`config.mk`:
```
export PLATFORM = sky130hd
export DESIGN_NAME = rotation_matrix_to_quaternion_flat
export DESIGN_NICKNAME = d
export VERILOG_FILES = /design/src/hw/rtl/rmq_pkg.sv /design/src/hw/rtl/rmq_in_if.sv /design/src/hw/rtl/rmq_out_if.sv /design/src/hw/rtl/rotation_matrix_to_quaternion.sv /design/src/hw/rtl/rmq_front.sv /design/src/hw/rtl/rmq_sqrt_lane.sv /design/src/hw/rtl/rmq_merge.sv /design/src/flat_wrapper.sv
export SDC_FILE = /design/constraint.sdc
export NUM_CORES = 2
export LEC_CHECK = 0
export BUFFER_PORTS_ARGS = -buffer_cell sky130_fd_sc_hd__clkbuf_2
export CAP_MARGIN = 40
export CORE_MARGIN = 2
export CORE_UTILIZATION = 63
export DETAILED_ROUTE_END_ITERATION = 10
export GPL_TIMING_DRIVEN = 1
export PLACE_DENSITY = 0.84
export SYNTH_ARGS = -nofsm -noshare
export SYNTH_HDL_FRONTEND = slang
export SYNTH_SLANG_ARGS = --single-unit
```
`constraint.sdc`:
```
create_clock -name clk -period 10.95 [get_ports clk]
set_input_delay 1.095 -clock clk [delete_from_list [all_inputs] [get_ports clk]]
set_output_delay 1.095 -clock clk [all_outputs]
set_load 0.01 [all_outputs]
```
`src/hw/rtl/rmq_pkg.sv`:
```
// Shared constants and types for the rotation matrix to quaternion block.
// Used by the channel interfaces and every module of the block; no dependencies.
`default_nettype none

package rmq_pkg;

  localparam int DATA_WIDTH = 16;
  localparam int FRAC_BITS  = 14;

  localparam int LANES   = 4;
  localparam int LANE_W  = 0;
  localparam int LANE_X  = 1;
  localparam int LANE_Y  = 2;
  localparam int LANE_Z  = 3;

  localparam int SUM_W    = DATA_WIDTH + 3;
  localparam int RAD_BASE = SUM_W - 1 + FRAC_BITS - 2;
  localparam int RAD_W    = 2 * ((RAD_BASE + 1) / 2);
  localparam int ROOT_W   = RAD_W / 2;
  localparam int REM_W    = ROOT_W + 3;
  localparam int MAG_W    = FRAC_BITS + 1;
  localparam int ONE      = 1 << FRAC_BITS;

  localparam int PIPE_STAGES = ROOT_W + 2;

  typedef logic signed [DATA_WIDTH-1:0] data_t;
  typedef logic        [DATA_WIDTH-2:0] qw_t;
  typedef logic signed [SUM_W-1:0]      sum_t;
  typedef logic        [RAD_W-1:0]      rad_t;
  typedef logic        [ROOT_W-1:0]     root_t;
  typedef logic        [MAG_W-1:0]      mag_t;

endpackage

`default_nettype wire

```
`src/hw/rtl/rmq_in_if.sv`:
```
// Matrix channel: valid/ready handshake carrying the nine rotation entries.
// Depends on rmq_pkg.
`default_nettype none

interface rmq_in_if;
  import rmq_pkg::*;

  logic  valid;
  logic  ready;
  data_t r00;
  data_t r11;
  data_t r22;
  data_t r21;
  data_t r12;
  data_t r02;
  data_t r20;
  data_t r10;
  data_t r01;

  modport source (output valid, r00, r11, r22, r21, r12, r02, r20, r10, r01, input ready);
  modport sink   (input valid, r00, r11, r22, r21, r12, r02, r20, r10, r01, output ready);
endinterface

`default_nettype wire

```
`src/hw/rtl/rmq_out_if.sv`:
```
// Quaternion channel: valid/ready handshake carrying qw, qx, qy and qz.
// Depends on rmq_pkg.
`default_nettype none

interface rmq_out_if;
  import rmq_pkg::*;

  logic  valid;
  logic  ready;
  qw_t   qw;
  data_t qx;
  data_t qy;
  data_t qz;

  modport source (output valid, qw, qx, qy, qz, input ready);
  modport sink   (input valid, qw, qx, qy, qz, output ready);
endinterface

`default_nettype wire

```
`src/hw/rtl/rotation_matrix_to_quaternion.sv`:
```
// Rotation matrix to unit quaternion, signed Q2.14 in; qx, qy, qz signed Q2.14 and qw unsigned Q1.14 out.
//
// Channels: mat (sink) takes one word of nine rotation entries; quat (source)
// gives one word of qw, qx, qy, qz per matrix, in order. A word moves at a
// rising clock edge where valid and ready are both high.
//
// Pipeline: one sum stage, one stage per root bit in each of the four square root
// lanes, and one merge stage; quat.valid is the valid bit of the merge stage.
// Throughput: one matrix per cycle while mat.ready is high; the lanes are fully pipelined.
//
// Stall: each stage holds its word while the stage after it is full and
// stalled; empty stages keep filling, so mat.ready drops only when all
// stages hold words and quat.ready is low.
//
// Reset: rst clears all stage valid bits; no words are in flight afterward.
// Depends on rmq_pkg, rmq_in_if, rmq_out_if, rmq_front, rmq_sqrt_lane, rmq_merge.
`default_nettype none

module rotation_matrix_to_quaternion (
  input wire        clk,
  input wire        rst,
  rmq_in_if.sink    mat,
  rmq_out_if.source quat
);
  import rmq_pkg::*;

  logic [PIPE_STAGES-1:0] vld;
  logic [PIPE_STAGES:0]   rdy;
  logic [PIPE_STAGES-1:0] en;

  rad_t  [LANES-1:0] rad;
  root_t [LANES-1:0] root;
  logic  [LANES-2:0] neg;
  logic  [LANES-2:0] neg_pipe [ROOT_W];

  always_comb begin
    rdy[PIPE_STAGES] = quat.ready;
    for (int i = PIPE_STAGES - 1; i >= 0; i--) begin
      rdy[i] = !vld[i] || rdy[i+1];
    end
  end

  assign en         = rdy[PIPE_STAGES-1:0];
  assign mat.ready  = rdy[0];
  assign quat.valid = vld[PIPE_STAGES-1];

  always_ff @(posedge clk) begin
    if (rst) begin
      vld <= '0;
    end else begin
      if (rdy[0]) begin
        vld[0] <= mat.valid;
      end
      for (int i = 1; i < PIPE_STAGES; i++) begin
        if (rdy[i]) begin
          vld[i] <= vld[i-1];
        end
      end
    end
  end

  always_ff @(posedge clk) begin
    if (en[1]) begin
      neg_pipe[0] <= neg;
    end
    for (int k = 1; k < ROOT_W; k++) begin
      if (en[k+1]) begin
        neg_pipe[k] <= neg_pipe[k-1];
      end
    end
  end

  rmq_front u_front (
    .clk (clk),
    .en  (en[0]),
    .r00 (mat.r00),
    .r11 (mat.r11),
    .r22 (mat.r22),
    .r21 (mat.r21),
    .r12 (mat.r12),
    .r02 (mat.r02),
    .r20 (mat.r20),
    .r10 (mat.r10),
    .r01 (mat.r01),
    .rad (rad),
    .neg (neg)
  );

  for (genvar l = 0; l < LANES; l++) begin : g_lane
    rmq_sqrt_lane u_lane (
      .clk  (clk),
      .en   (en[ROOT_W:1]),
      .rad  (rad[l]),
      .root (root[l])
    );
  end

  rmq_merge u_merge (
    .clk  (clk),
    .en   (en[PIPE_STAGES-1]),
    .root (root),
    .neg  (neg_pipe[ROOT_W-1]),
    .qw   (quat.qw),
    .qx   (quat.qx),
    .qy   (quat.qy),
    .qz   (quat.qz)
  );

endmodule

`default_nettype wire

```
`src/hw/rtl/rmq_front.sv`:
```
// Front stage: diagonal sums, clamp at zero, radicand alignment and sign flags.
// Depends on rmq_pkg.
`default_nettype none

module rmq_front (
  input  wire                                 clk,
  input  wire                                 en,
  input  rmq_pkg::data_t                      r00,
  input  rmq_pkg::data_t                      r11,
  input  rmq_pkg::data_t                      r22,
  input  rmq_pkg::data_t                      r21,
  input  rmq_pkg::data_t                      r12,
  input  rmq_pkg::data_t                      r02,
  input  rmq_pkg::data_t                      r20,
  input  rmq_pkg::data_t                      r10,
  input  rmq_pkg::data_t                      r01,
  output rmq_pkg::rad_t [rmq_pkg::LANES-1:0]  rad,
  output logic [rmq_pkg::LANES-2:0]           neg
);
  import rmq_pkg::*;

  localparam sum_t ONE_SUM = sum_t'(ONE);

  function automatic sum_t ext(input data_t v);
    ext = {{(SUM_W - DATA_WIDTH){v[DATA_WIDTH-1]}}, v};
  endfunction

  function automatic rad_t align(input sum_t s);
    logic [SUM_W-2:0] pos;
    pos = s[SUM_W-1] ? '0 : s[SUM_W-2:0];
    align = {{(RAD_W - SUM_W + 1){1'b0}}, pos} << (FRAC_BITS - 2);
  endfunction

  sum_t a, b, c;
  sum_t sum [LANES];

  assign a = ext(r00);
  assign b = ext(r11);
  assign c = ext(r22);

  assign sum[LANE_W] = ONE_SUM + a + b + c;
  assign sum[LANE_X] = ONE_SUM + a - b - c;
  assign sum[LANE_Y] = ONE_SUM - a + b - c;
  assign sum[LANE_Z] = ONE_SUM - a - b + c;

  always_ff @(posedge clk) begin
    if (en) begin
      for (int l = 0; l < LANES; l++) begin
        rad[l] <= align(sum[l]);
      end
      neg[LANE_X-1] <= r21 < r12;
      neg[LANE_Y-1] <= r02 < r20;
      neg[LANE_Z-1] <= r10 < r01;
    end
  end

endmodule

`default_nettype wire

```
`src/hw/rtl/rmq_sqrt_lane.sv`:
```
// Square root lane: pipelined restoring square root, one result bit per stage.
// Depends on rmq_pkg.
`default_nettype none

module rmq_sqrt_lane (
  input  wire                          clk,
  input  wire [rmq_pkg::ROOT_W-1:0]    en,
  input  rmq_pkg::rad_t                rad,
  output rmq_pkg::root_t               root
);
  import rmq_pkg::*;

  root_t            root_q [ROOT_W];
  logic [REM_W-1:0] rem_q  [ROOT_W-1];
  rad_t             rad_q  [ROOT_W-1];

  for (genvar j = 0; j < ROOT_W; j++) begin : g_step
    logic [REM_W-1:0] rem_prev;
    logic [REM_W-1:0] rem_sh;
    logic [REM_W-1:0] trial;
    root_t            root_prev;
    rad_t             rad_prev;
    logic             ge;

    if (j == 0) begin : g_first
      assign rem_prev  = '0;
      assign root_prev = '0;
      assign rad_prev  = rad;
    end else begin : g_rest
      assign rem_prev  = rem_q[j-1];
      assign root_prev = root_q[j-1];
      assign rad_prev  = rad_q[j-1];
    end

    assign rem_sh  = {rem_prev[REM_W-3:0], rad_prev[RAD_W-1 -: 2]};
    assign trial   = {1'b0, root_prev, 2'b01};
    assign ge      = rem_sh >= trial;

    always_ff @(posedge clk) begin
      if (en[j]) begin
        root_q[j] <= {root_prev[ROOT_W-2:0], ge};
      end
    end

    if (j < ROOT_W - 1) begin : g_carry
      logic [REM_W-1:0] rem_new;

      assign rem_new = ge ? rem_sh - trial : rem_sh;

      always_ff @(posedge clk) begin
        if (en[j]) begin
          rem_q[j] <= rem_new;
          rad_q[j] <= {rad_prev[RAD_W-3:0], 2'b00};
        end
      end
    end
  end

  assign root = root_q[ROOT_W-1];

endmodule

`default_nettype wire

```
`src/hw/rtl/rmq_merge.sv`:
```
// Merge stage: saturate each lane root at one, apply signs, register the word.
// Depends on rmq_pkg.
`default_nettype none

module rmq_merge (
  input  wire                                  clk,
  input  wire                                  en,
  input  rmq_pkg::root_t [rmq_pkg::LANES-1:0]  root,
  input  wire [rmq_pkg::LANES-2:0]             neg,
  output rmq_pkg::qw_t                         qw,
  output rmq_pkg::data_t                       qx,
  output rmq_pkg::data_t                       qy,
  output rmq_pkg::data_t                       qz
);
  import rmq_pkg::*;

  localparam root_t ONE_ROOT = root_t'(ONE);
  localparam mag_t  ONE_MAG  = mag_t'(ONE);

  function automatic mag_t sat(input root_t r);
    sat = (r > ONE_ROOT) ? ONE_MAG : r[MAG_W-1:0];
  endfunction

  function automatic data_t apply_sign(input mag_t m, input logic n);
    data_t v;
    v = {{(DATA_WIDTH - MAG_W){1'b0}}, m};
    apply_sign = n ? -v : v;
  endfunction

  always_ff @(posedge clk) begin
    if (en) begin
      qw <= (DATA_WIDTH-1)'(sat(root[LANE_W]));
      qx <= apply_sign(sat(root[LANE_X]), neg[LANE_X-1]);
      qy <= apply_sign(sat(root[LANE_Y]), neg[LANE_Y-1]);
      qz <= apply_sign(sat(root[LANE_Z]), neg[LANE_Z-1]);
    end
  end

endmodule

`default_nettype wire
```
`src/flat_wrapper.sv`:
```
// flat-port wrapper written by rule: the top's interface ports become plain ports
module rotation_matrix_to_quaternion_flat import rmq_pkg::*;
  (clk, rst, mat_valid, mat_r00, mat_r11, mat_r22, mat_r21, mat_r12, mat_r02, mat_r20, mat_r10, mat_r01, mat_ready, quat_valid, quat_qw, quat_qx, quat_qy, quat_qz, quat_ready);
  rmq_in_if mat_i ();
  rmq_out_if quat_i ();
  input wire clk;
  input wire rst;
  input wire logic [$bits(mat_i.valid)-1:0] mat_valid;
  input wire logic [$bits(mat_i.r00)-1:0] mat_r00;
  input wire logic [$bits(mat_i.r11)-1:0] mat_r11;
  input wire logic [$bits(mat_i.r22)-1:0] mat_r22;
  input wire logic [$bits(mat_i.r21)-1:0] mat_r21;
  input wire logic [$bits(mat_i.r12)-1:0] mat_r12;
  input wire logic [$bits(mat_i.r02)-1:0] mat_r02;
  input wire logic [$bits(mat_i.r20)-1:0] mat_r20;
  input wire logic [$bits(mat_i.r10)-1:0] mat_r10;
  input wire logic [$bits(mat_i.r01)-1:0] mat_r01;
  output wire logic [$bits(mat_i.ready)-1:0] mat_ready;
  output wire logic [$bits(quat_i.valid)-1:0] quat_valid;
  output wire logic [$bits(quat_i.qw)-1:0] quat_qw;
  output wire logic [$bits(quat_i.qx)-1:0] quat_qx;
  output wire logic [$bits(quat_i.qy)-1:0] quat_qy;
  output wire logic [$bits(quat_i.qz)-1:0] quat_qz;
  input wire logic [$bits(quat_i.ready)-1:0] quat_ready;
  assign mat_i.valid = mat_valid;
  assign mat_i.r00 = mat_r00;
  assign mat_i.r11 = mat_r11;
  assign mat_i.r22 = mat_r22;
  assign mat_i.r21 = mat_r21;
  assign mat_i.r12 = mat_r12;
  assign mat_i.r02 = mat_r02;
  assign mat_i.r20 = mat_r20;
  assign mat_i.r10 = mat_r10;
  assign mat_i.r01 = mat_r01;
  assign mat_ready = mat_i.ready;
  assign quat_valid = quat_i.valid;
  assign quat_qw = quat_i.qw;
  assign quat_qx = quat_i.qx;
  assign quat_qy = quat_i.qy;
  assign quat_qz = quat_i.qz;
  assign quat_i.ready = quat_ready;
  rotation_matrix_to_quaternion u_core (.clk(clk), .rst(rst), .mat(mat_i), .quat(quat_i));
endmodule
```
==> run_summary.xml <==
<?xml version="1.0" encoding="UTF-8"?>
<metrics>
  <group name="route">
    <metric name="via_count" unit="">55270</metric>
    <metric name="drtAntennaViolNets" unit="">0</metric>
    <metric name="drtPass1Iterations" unit="">8</metric>
    <metric name="post_drt_wl_per_cell" unit="um">16.14</metric>
    <metric name="drt-total-wl" unit="mm">158.3</metric>
    <metric name="detail_route.drc_violations" unit="">0</metric>
    <metric name="via_per_inst" unit="">5.635</metric>
    <metric name="drtIter0Drc" unit="">3375</metric>
  </group>
  <group name="logic_synthesis">
    <metric name="ys_seq_area_frac" unit="">0.5874</metric>
    <metric name="syn_warnings" unit="">0</metric>
    <metric name="synth.area.top_cells" unit="">edfxtp_1 58%, ha_1 8.6%, xnor2_1 3.3%, inv_1 3.2%, xor2_1 2.7%</metric>
    <metric name="yosys.area.top_type" unit="">edfxtp_1</metric>
    <metric name="synth_most_common_cell" unit="">edfxtp_1</metric>
    <metric name="synth_cells" unit="">7422</metric>
    <metric name="synth.cells.most_frequent" unit="">1763 x edfxtp_1, 784 x inv_1, 624 x ha_1</metric>
    <metric name="synth.top_cell.area_share" unit="">0.5836</metric>
    <metric name="synth_cell_types" unit="">84</metric>
    <metric name="mappedNetlistArea" unit="mm^2">0.09071</metric>
    <metric name="syn-mean-instance-area" unit="um^2">12.22</metric>
    <metric name="ys_dominant_reg_cell" unit="">edfxtp_1</metric>
    <metric name="synthesis_stage_register_bit_count" unit="">1780</metric>
    <metric name="ys_async_sr_fraction" unit="">0</metric>
    <metric name="synth_enable_flop_cells" unit="">1763</metric>
  </group>
  <group name="worst_hold_path">
    <metric name="hold_path_end" unit="">u_core.g_lane[0].u_lane.rad_q[0][72]</metric>
    <metric name="hold-path-cell-count" unit="">0</metric>
    <metric name="min-delay-path-class" unit="">flip-flop to flip-flop</metric>
    <metric name="timing.hold.worst.start" unit="">u_core.g_lane[0].u_lane.rad_q[0][42]</metric>
  </group>
  <group name="setup_path">
    <metric name="ff2ff_setup_slack" unit="ns">6.72</metric>
    <metric name="kind_of_end_point_of_the_critical_path" unit="">output port</metric>
    <metric name="worst-endpoint-arrival" unit="ns">4.28</metric>
    <metric name="worstReg2RegStart" unit="">u_core.vld[16]</metric>
    <metric name="critical_path_required" unit="ns">9.86</metric>
    <metric name="r2r-end" unit="">u_core.g_lane[1].u_lane.rem_q[0][46]</metric>
    <metric name="start_kind" unit="">input port</metric>
    <metric name="critPathKind" unit="">input port to output port</metric>
    <metric name="timing.reg2reg.worst_path_depth" unit="">10</metric>
    <metric name="path_max_fanout" unit="">64</metric>
  </group>
  <group name="timing">
    <metric name="fmax" unit="MHz">185.9</metric>
    <metric name="setup_violations" unit="">0</metric>
    <metric name="finalMaxSlewViolations" unit="">0</metric>
    <metric name="post-route-min-period" unit="ns">5.379</metric>
    <metric name="worst_hold_slack" unit="ns">0.4044</metric>
    <metric name="timing.final.crit_share" unit="">0.4912</metric>
    <metric name="fin_skew" unit="ns">0.02415</metric>
    <metric name="setup_total_negative_slack" unit="ns">0</metric>
    <metric name="final.setup.worst_slack" unit="ns">5.571</metric>
    <metric name="report.final.hold_viol_count" unit="">0</metric>
    <metric name="max_slew.worst_pin.slew" unit="ns">0.9158</metric>
    <metric name="rsz0062_at_grt" unit="">no</metric>
    <metric name="timing.slew.headroom" unit="">0.3817</metric>
  </group>
  <group name="place">
    <metric name="port_buffers" unit="">212</metric>
    <metric name="gpl.final_weighted_congestion" unit="">0.9428</metric>
    <metric name="placement.setup.worst_slack" unit="ns">4.947</metric>
    <metric name="hpwl" unit="mm">114.2</metric>
  </group>
  <group name="floorplan">
    <metric name="die_outline_area" unit="mm^2">0.1470</metric>
    <metric name="floorplan.core_area" unit="mm^2">0.1433</metric>
    <metric name="initial_core_util" unit="">0.6330</metric>
    <metric name="die-height" unit="um">383.5</metric>
    <metric name="ioPinCount" unit="">213</metric>
    <metric name="dieWidth" unit="um">383.5</metric>
    <metric name="num_rows" unit="">139</metric>
  </group>
  <group name="global_route">
    <metric name="grt_antenna_before_repair" unit="">1</metric>
    <metric name="grt_max_degree" unit="">82</metric>
    <metric name="grt_util_all_layers" unit="">0.2158</metric>
    <metric name="global_route.overflow_total" unit="">0</metric>
    <metric name="first_global_vias" unit="">56120</metric>
    <metric name="grt_first_pass_wirelength" unit="mm">262.5</metric>
  </group>
  <group name="clocking">
    <metric name="clk-insertion-delay-late" unit="ns">0.81</metric>
    <metric name="cts_htree_levels" unit="">4</metric>
    <metric name="clk_pin_slew_worst_paths" unit="ns">0.06</metric>
    <metric name="cts.hold.buffers_added" unit="">0</metric>
    <metric name="clock_path_buffers" unit="">3</metric>
    <metric name="total_clock_sinks" unit="">1780</metric>
    <metric name="clock_tree.root_cell" unit="">clkbuf_16</metric>
    <metric name="postCtsSetupBuffers" unit="">0</metric>
    <metric name="cts_tree" unit="">yes</metric>
    <metric name="cts-resized-gates" unit="">0</metric>
    <metric name="cts-buffers-inserted" unit="">174</metric>
  </group>
  <group name="pwr">
    <metric name="power.ir.vdd_worst" unit="mV">0.1794</metric>
    <metric name="static-leakage-power" unit="uW">0.04213</metric>
    <metric name="total_power" unit="uW">26970</metric>
    <metric name="cellPowerDensity" unit="mW/mm^2">269.8</metric>
  </group>
  <group name="cells_and_area">
    <metric name="areaGrowthSynthToFinish" unit="%">10.21</metric>
    <metric name="post_route_cells_drive_above_1_share" unit="">0.08968</metric>
    <metric name="diodes" unit="">0</metric>
    <metric name="postLayoutCoreUtil" unit="">0.6976</metric>
    <metric name="final_net_count" unit="">8626</metric>
  </group>
  <group name="job">
    <metric name="maxCapViolCount" unit="">0</metric>
  </group>
  <group name="run_status">
    <metric name="status" unit="">complete, no violations</metric>
  </group>
</metrics>
## logic make-up (layout without fill, tap and decap cells)
kind of cell | count (synthesis) | after routing | share of synthesized area
and+or+nand+nor | 1994 | 1994 | 0.1073
DFF | 1780 | 1780 | 0.5874
AOI/OAI and AO/OA | 1323 | 1323 | 0.08979
buffers and inverters | 887 | 1368 | 0.03701
adders and majority gates | 713 | 713 | 0.1057
xor gates and xnor gates | 617 | 617 | 0.05957
muxes | 107 | 107 | 0.01320
other | 1 | 4 | 0.00004134
## final cells by class
| type | count | area [um^2] |
|---|---|---|
| timing repair buffer | 261 | 1544 |
| clock buffer | 219 | 4614 |
| fill | 9144 | 43340 |
| tap | 1903 | 2381 |
| sequential | 1780 | 53280 |
| inverter | 790 | 2978 |
| clock inverter | 98 | 1015 |
| multi-input combinational | 4758 | 34160 |
## stage by stage
stage / std cells / area (um^2)
3_5_place_dp: 9492 / 94340
5_1_grt: 9809 / 99970
3_3_place_gp: 9483 / 94160
2_1_floorplan: 7425 / 90720
4_1_cts: 9809 / 99970
6_report: 9809 / 99970
## registers in the layout (all words and copies together), names as in the netlist
signal / count
u_core.g_lane.u_lane.rem_q: 812
u_core.g_lane.u_lane.root_q: 480
u_core.g_lane.u_lane.rad_q: 288
u_core.u_front.rad: 72
u_core.neg_pipe: 45
u_core.vld: 17
u_core.u_merge.qx: 16
u_core.u_merge.qy: 16
u_core.u_merge.qz: 16
u_core.u_merge.qw: 15
u_core.u_front.neg: 3
## cell usage in the layout, fill, tap and decap left out, types with 72 or more instances in the layout
| master | netlist | layout |
|---|---|---|
| nand3_1 | 102 | 100 |
| o21a_1 | 108 | 108 |
| xnor2_1 | 340 | 340 |
| nor3_1 | 208 | 208 |
| ha_1 | 624 | 624 |
| xor2_1 | 277 | 277 |
| fa_1 | 89 | 89 |
| clkbuf_2 | 0 | 212 |
| clkbuf_16 | 0 | 175 |
| inv_1 | 784 | 778 |
| nor2_1 | 570 | 570 |
| edfxtp_1 | 1763 | 1763 |
| nor4_1 | 72 | 72 |
| mux2_2 | 101 | 101 |
| a21o_1 | 131 | 131 |
| nor2b_1 | 120 | 120 |
| a21oi_1 | 429 | 429 |
| nand2b_1 | 104 | 104 |
| o21ai_0 | 356 | 355 |
| nand2_1 | 460 | 454 |
## power by group
part / leakage (uW) / switching (uW) / internal, uW / total (uW)
Clock: 0.00273 / 2480 / 3340 / 5820
Combinational: 0.0215 / 4590 / 3880 / 8470
Sequential: 0.0179 / 1570 / 11100 / 12700
## worst max-delay path by stage
stage | start | endpoint | slack [ns] | cells after the start
floorplan | quat_ready | mat_ready | 0.91 | 8
detailed placement | mat_r00[4] | u_core.u_front.rad[81] | 4.95 | 18
finish | quat_ready | mat_ready | 5.57 | 13
CTS | u_core.vld[16] | mat_ready | 5.45 | 12
global route | u_core.vld[16] | mat_ready | 5.26 | 12
global placement | mat_r00[4] | u_core.u_front.rad[81] | 4.53 | 17
## layer usage
| metal | vias to the layer above | track usage | share of wire |
|---|---|---|---|
| met4 | 2 | 0.07981 | 0.030 |
| met5 | - | 0 | 0.000082 |
| met1 | 26310 | 0.2441 | 0.40 |
| li1 | 27340 | - | - |
| met3 | 373 | 0.02969 | 0.035 |
| met2 | 1247 | 0.4111 | 0.54 |
## worst max-delay path, cell delays in order
cell and delay (ns):
clkbuf_2 0.08, nor2b_1 0.31, inv_2 0.05, buf_4 0.31, nor2_1 0.41, and2_1 0.36, inv_4 0.25, nor3_1 0.25
buf_4 0.24, nand4_1 0.12, buf_4 0.26, or2_4 0.35, clkbuf_2 0.19
No activity file was read; power rests on OpenSTA's default activity.
